`src/hw/rtl/tsel_pkg.sv`:
```
package tsel_pkg;

	localparam int unsigned CAPACITY_DEF  = 8;
	localparam int unsigned TAG_WIDTH_DEF = 16;

	localparam int unsigned OP_W     = 2;
	localparam int unsigned HOUR_W   = 5;
	localparam int unsigned MINUTE_W = 6;
	localparam int unsigned TAG_W    = 16;
	localparam int unsigned IDX_W    = 3;
	localparam int unsigned STATUS_W = 2;
	localparam int unsigned POS_W    = 3;
	localparam int unsigned COUNT_W  = 4;
	localparam int unsigned KEY_W    = HOUR_W + MINUTE_W;

	typedef enum logic [OP_W-1:0] {
		OP_INSERT = 2'd0,
		OP_DELETE = 2'd1,
		OP_READ   = 2'd2
	} op_t;

	typedef enum logic [STATUS_W-1:0] {
		ST_OK    = 2'd0,
		ST_FULL  = 2'd1,
		ST_RANGE = 2'd2
	} status_t;

	typedef struct packed {
		logic             ins;
		logic             del;
		logic [IDX_W-1:0] idx;
	} cell_ctl_t;

endpackage

```
`src/hw/rtl/tsel_cell.sv`:
```
module tsel_cell import tsel_pkg::*; #(
	parameter int unsigned CELL_IDX = 0,
	parameter int unsigned ENTRY_W  = KEY_W + TAG_WIDTH_DEF
) (
	input  logic               clk,
	input  cell_ctl_t          ctl,
	input  logic               valid,
	input  logic [ENTRY_W-1:0] new_entry,
	input  logic [ENTRY_W-1:0] left_entry,
	input  logic               left_after,
	input  logic [ENTRY_W-1:0] right_entry,
	output logic [ENTRY_W-1:0] entry,
	output logic               after
);

	logic [ENTRY_W-1:0] entry_q;
	logic               del_shift;

	// set for cells that are empty or hold a strictly later time than the new one
	assign after = !valid || (entry_q[ENTRY_W-1 -: KEY_W] > new_entry[ENTRY_W-1 -: KEY_W]);

	generate
		if (CELL_IDX >= (1 << IDX_W)) begin : g_far
			assign del_shift = 1'b1;
		end else begin : g_near
			assign del_shift = IDX_W'(CELL_IDX) >= ctl.idx;
		end
	endgenerate

	always_ff @(posedge clk) begin
		if (ctl.ins && after) begin
			entry_q <= left_after ? left_entry : new_entry;
		end else if (ctl.del && del_shift) begin
			entry_q <= right_entry;
		end
	end

	assign entry = entry_q;

endmodule
```
`config.mk`:
```
export PLATFORM = sky130hd
export DESIGN_NAME = tsel_cell
export DESIGN_NICKNAME = d
export VERILOG_FILES = /design/src/hw/rtl/tsel_pkg.sv /design/src/hw/rtl/tsel_cell.sv
export SDC_FILE = /design/constraint.sdc
export NUM_CORES = 1
export LEC_CHECK = 0
export BUFFER_PORTS_ARGS = -buffer_cell sky130_fd_sc_hd__buf_2
export CAP_MARGIN = 15
export CORE_ASPECT_RATIO = 2
export CORE_MARGIN = 2
export CORE_UTILIZATION = 42
export CTS_CLUSTER_DIAMETER = 60
export DETAILED_ROUTE_END_ITERATION = 6
export PLACE_DENSITY = 0.8
export SETUP_SLACK_MARGIN = 0.3
export SLEW_MARGIN = 20
export SYNTH_ARGS = -nofsm -noshare
export SYNTH_HDL_FRONTEND = slang
export SYNTH_SLANG_ARGS = --single-unit
export TNS_END_PERCENT = 20
```
`constraint.sdc`:
```
create_clock -name clk -period 3.05 [get_ports clk]
set_input_delay 0.1525 -clock clk [delete_from_list [all_inputs] [get_ports clk]]
set_output_delay 0.1525 -clock clk [all_outputs]
set_load 0.1 [all_outputs]
```
Yosys cells after proc, flatten, opt, wreduce, memory -nomap -nowiden
Cells that the tools add are included.

Multiply operators: 0. Reduce and logical (&&, ||, !) cells: 5. Add/sub/neg operators: 0. Equality and inequality tests: 0. $lt $le $gt $ge: 2. Multiplexer cells: 3. Shifts and indexed selects: 0. Bitwise operators: 0. Divide/modulo/power cells: 0.

Operators by type and width (number): 27-bit 2-to-1 mux (3); 11-bit greater-than comparator (1); 1-bit by 3-bit >= comparator with 1-bit output, first input constant (1); 1-bit logical AND (2); 2-bit nonzero test (1); 1-bit logical NOT (1); 1-bit logical OR (1).

Bits in latches: 0. Logic and storage cells: 11. Bits in read-only memories: 0. Memories kept: 0. Input port bits: 89. Bits in registers: 27. Memory bits (writable): 0.

Logic depth before layout (Yosys ltp)
Depth after elaboration: 4. Gate-level depth with buffers: 8. Gate-level depth less buffers: 7.

Least setup slack after synthesis
Ideal clock, no wire load.

Path kind: reg2out. Start: register entry_q[22], in the netlist entry[22]. End: output after. Arrival time: 4.116 ns. Path buffers: 0. Cell stages (with the launch flop): 7. Path slack: -1.219 ns. Path through: edfxtp_1 -> ha_1 -> nand2_1 -> o21ai_1 -> or3b_4 -> and3_1 -> o21ai_0.

Longest elaborated chain between the ends: 2.

Ends and longest elaborated chain: start, declared (line tsel_cell.sv:16) `logic [ENTRY_W-1:0] entry_q;`; start signal, assigned (line tsel_cell.sv:32) `entry_q <= left_after ? left_entry : new_entry;`; start signal, assigned (line tsel_cell.sv:34) `entry_q <= right_entry;`; 11-bit greater-than comparator (line tsel_cell.sv:20) `assign after = !valid || (entry_q[ENTRY_W-1 -: KEY_W] > new_entry[ENTRY_W-1 -: KEY_W]);`; 1-bit logical OR (line tsel_cell.sv:20); end, declared (line tsel_cell.sv:13) `output logic after`.

No other way between the ends.

Worst setup path in the final report
Start: register entry_q[20], in the netlist entry[20]. End: output after.

Same word-level chain as after synthesis.

==> results <==
- The layout overhead on the synthesized area is 40.4%.
- The sink count of the clock tree is 27.
- The post-cts hold buffer count is 0.
- The origin of the critical flop-to-flop path is entry[20].
- The mean number of vias per cell is 4.97.
- The cell count after synthesis came out at 144.
- The initial antenna violation count was 0.
- The number of gates resized after CTS was 0.
- The via count of the first global-routing pass came to roughly 1,700.
- The largest net degree at the start of global routing is 38.
- The count of buffers added by post-CTS timing repair for setup is 0.
- The Yosys step of the flow raised 0 warnings.
- The average routed wire per standard cell is around 14 µm.
- Input and output buffers added on the ports amount to between 100 and 150.
- The net switching component of the power is 512 µW.
- Of the total synthesized cell area, the portion taken by full adders, half adders and majority gates is 0.0775.
- In the synthesized netlist the dominant register cell turns out to be edfxtp_1.
- The type of element capturing the critical path is a primary output.
- Of the post-synthesis cell area, the dominant cell type holds 0.456.
- Following the worst setup path forward leads to its endpoint at after.
- The synthesized area per cell is about 12 µm².
- For this run, the register share of the synthesized area comes to 0.456.
- The count of cells in the finished layout, fillers not included, comes to 312.
- Max-cap violations in this run came to 0.
- Setup repair after global routing left no endpoint under its margin.
- After floorplanning, the core was divided into 33 placement rows.
- The critical path is of the reg -> out type.
- The area enclosed by the die boundary is ~4800 µm².
- For the worst-skew pair, the clock arrives at the later sink with an insertion delay of about 0.27 ns.
- The final layout contains routed wiring with a total length of about 4400 µm.
- Summed over all nets, the half-perimeter wirelength after detailed placement is between 3000 and 4000 µm.
- The total number of nets in the final design is 361.
- The detailed router finished its first iteration with 21 violations.
- The initial utilization of the core area, before any placement, comes to 0.435.
- Of the total synthesized cell area, the portion taken by AND, OR, NAND and NOR gates is 0.0683.
- The routability congestion estimate from global placement is 0.759.
- The stage delay of the slowest cell on the critical path is roughly 0.45 ns.
- The overall fraction of global-route tracks in use is 0.186.
- The max-slew headroom at the worst pin is 0.541.
- The number of pins exceeding their max-slew limit in the final report is 0.
- For this design the ratio of total power to cell area is 490 nW/µm².
- The run finished with clean final reports.
- STA classifies the critical path startpoint as a register.
- The number of flip-flops and latches in the synthesized netlist is 27.
- The synthesized netlist occupies a cell area of 1780 µm².
- The count of buffer and inverter cells on the critical path is 1.
- The detail route stage leaves a number of antenna-violating nets equal to 0.
- The aggregate negative setup slack is 0 ns.
- The final route contains 1,550 vias.
- The die outline width is approximately 50 µm.
- The clock tree from TritonCTS is done.
- The core area is 4090 µm².
- The worst hold path belongs to the class in -> reg.
- The final non-filler cell area is between 2000 and 2500 µm².
- The minimum hold slack is between 0.15 and 0.2 ns.
- The number of nets in the synthesized netlist is between 200 and 250.
- The number of antenna diodes in the final layout is 0.
- The worst-margin pin slew is slightly below 0.7 ns.
- On the critical path, the stage with the largest delay is an instance of edfxtp_1.
- In the routed design, unresolved DRC markers number 0.
- The fraction of the mapped netlist area in compound gates was 0.0746.
- In this run the worst setup path begins at entry[20].
- Counting tap cells, the placed design contains a total of just over 300 instances.
- The clock arrives with 0.00294 ns of skew.
- The clock passes through at most 2 buffers.
- Counting the buffers created by CTS gives 3.
- The slack of the worst reg-to-reg path is ~0.52 ns.
- The internal power of the cells totals 710 µW.
- In this run the number of H-tree levels came out at 1.
- The first global-routing pass estimated between 6000 and 7000 µm of wire.
- The number of hold-slack violations in the final timing report is 0.
- The combinational family with the most area after synthesis is multiplexers.
- After global routing the overflow that remains totals 0.
- In this run the worst path has a maximum fanout of 3.
- Counting cells, the worst reg-to-reg path comes to 7.
- The tree is rooted in a clkbuf_8.
- The area share of xor/xnor cells in the synthesized design is 0.
- The share of total power dissipated in sequential elements is 0.387.
- The final period demand of the worst path is around 2.6 ns.
- The final count of negative-setup-slack endpoints is 0.
- In this run the static leakage power is 1.16 nW.
- Based on the critical path, the design can be clocked at up to just under 400 MHz.
- The proportion of total power due to net switching is 0.419.
- Data arrives at the worst endpoint at ~2.4 ns.
- In the post-synthesis netlist, the biggest area contributors are edfxtp_1 (46%), mux2_2 (28%), ha_1 (7.7%).
- The share of total power in the clock network is 0.166.
- In this run the count of I/O pins placed on the die edge is 117.
- The cell count along the critical path is 7.
- The first-pass detailed-route iteration total is 4.
- The biggest area contributor in the post-synthesis netlist is edfxtp_1.
- The number of distinct standard cells referenced by the synthesized netlist is 23.
- The count of flip-flops with a built-in enable after synthesis is 27.
- The required time of the worst setup path is between 2 and 3 ns.
- The part of the cycle the worst path needs is 0.836.
- Of the total power, combinational logic draws 0.447.
- Of the post-synthesis cell area, the part taken by muxes is 0.279.
- The clock transition at the register clock pins on the worst setup and hold paths after CTS is roughly 0.09 ns.
- The post-route core utilization is 0.610.
- The floorplan die height is ~96 µm.
- The capture instance of the worst register-to-register path is entry[17].
- The peak ir drop on the vdd network is between 0.3 and 0.4 mV.
- The register with the most flip-flops in the layout has 27 of them.
- Walking the worst path, the cells encountered are ha_4, a21oi_1, o21ai_1, or3b_4, and3_1, o21ai_4, buf_2.
- The category of cells accounting for the largest share of critical-path delay is simple AND/OR/NAND/NOR gates.
- The share of flip-flops with an asynchronous set or reset after synthesis is 0.
- The placed instances occupy a cell area of approximately 2400 µm².
- In the final layout, the share of cells above drive strength 1 is 0.669.
-- cell usage after synthesis (2+ instances only) --
library cell and count:
mux2_2 44, edfxtp_1 27, nand2_1 14, o21ai_0 12
ha_1 11, inv_1 11, clkbuf_1 4, a21oi_1 3
nand3_1 3, buf_6 2
-- how the worst min path moves through the flow --
stage               startpoint         to  slack [ns]  depth (start not counted)
2_1_floorplan  right_entry[10]  entry[10]        0.37                          1
3_3_place_gp    right_entry[4]   entry[4]        0.46                          2
3_5_place_dp   right_entry[11]  entry[11]        0.46                          2
4_1_cts        right_entry[11]  entry[11]        0.18                          2
5_1_grt         right_entry[1]   entry[1]        0.18                          2
6_report       right_entry[11]  entry[11]        0.18                          2
-- metal layers --
metal,wire length (µm),GRT usage
met5,0,0
met4,50,0.0509
met3,287,0.0388
met2,2480,0.368
met1,1590,0.188
-- metrics by stage --
step           setup slack, ns  power [mW]
2_1_floorplan            0.127       0.907
3_3_place_gp             0.587        1.02
3_5_place_dp             0.519        1.03
4_1_cts                  0.499        1.23
5_1_grt                  0.424        1.27
6_report                 0.499        1.22
-- placed cells by master, fill, tap and decap left out --
cell / Yosys / final
a21o_1: 1 / 1
and3_1: 1 / 1
buf_4: 0 / 1
a21bo_2: 1 / 1
or3b_4: 1 / 1
edfxtp_1: 27 / 27
nand3_1: 3 / 3
inv_1: 11 / 11
nand2_2: 0 / 1
nor2_1: 1 / 1
a21oi_1: 3 / 3
nor4b_1: 1 / 1
nor4_2: 0 / 1
a41oi_4: 1 / 1
ha_1: 11 / 10
clkinv_2: 0 / 1
o21ai_4: 0 / 1
o21ai_1: 1 / 1
mux2_2: 44 / 44
ha_4: 0 / 1
nor3_1: 1 / 1
buf_12: 0 / 1
clkbuf_8: 0 / 3
o21ai_0: 12 / 11
buf_2: 0 / 116
a211oi_1: 1 / 1
nand4_1: 1 / 1
or2_4: 0 / 1
nand2_1: 14 / 13
-- final cells by class --
cell class / count / area [µm²]
fill: 366 / 1590
multi-input combinational: 100 / 922
sequential: 27 / 811
timing repair buffer: 118 / 608
tap: 52 / 65.1
clock buffer: 3 / 41.3
inverter: 11 / 41.3
clock inverter: 1 / 5.00
-- logic make-up after synthesis --
family / count (synthesis)
compound gates: 20
mux: 44
flops: 27
simple gates: 25
buf+inv: 17
fa+ha+maj: 11
-- power by group through the flow --
stage	Combinational [mW]	Sequential [mW]	Clock (mW)
after CTS	0.551	0.474	0.206
after global routing	0.578	0.477	0.220
after detailed placement	0.549	0.482	0
final	0.546	0.473	0.203
after floorplan	0.168	0.740	0
after global placement	0.542	0.479	0
-- worst register-to-register path, cell delays in order, from the launching register on --
cell and delay, ns:
edfxtp_1 0.45, ha_4 0.30, a21oi_1 0.06, o21ai_1 0.13, or3b_4 0.41, a41oi_4 0.34, buf_4 0.26, mux2_2 0.35
(Power assumes the default switching activity.)
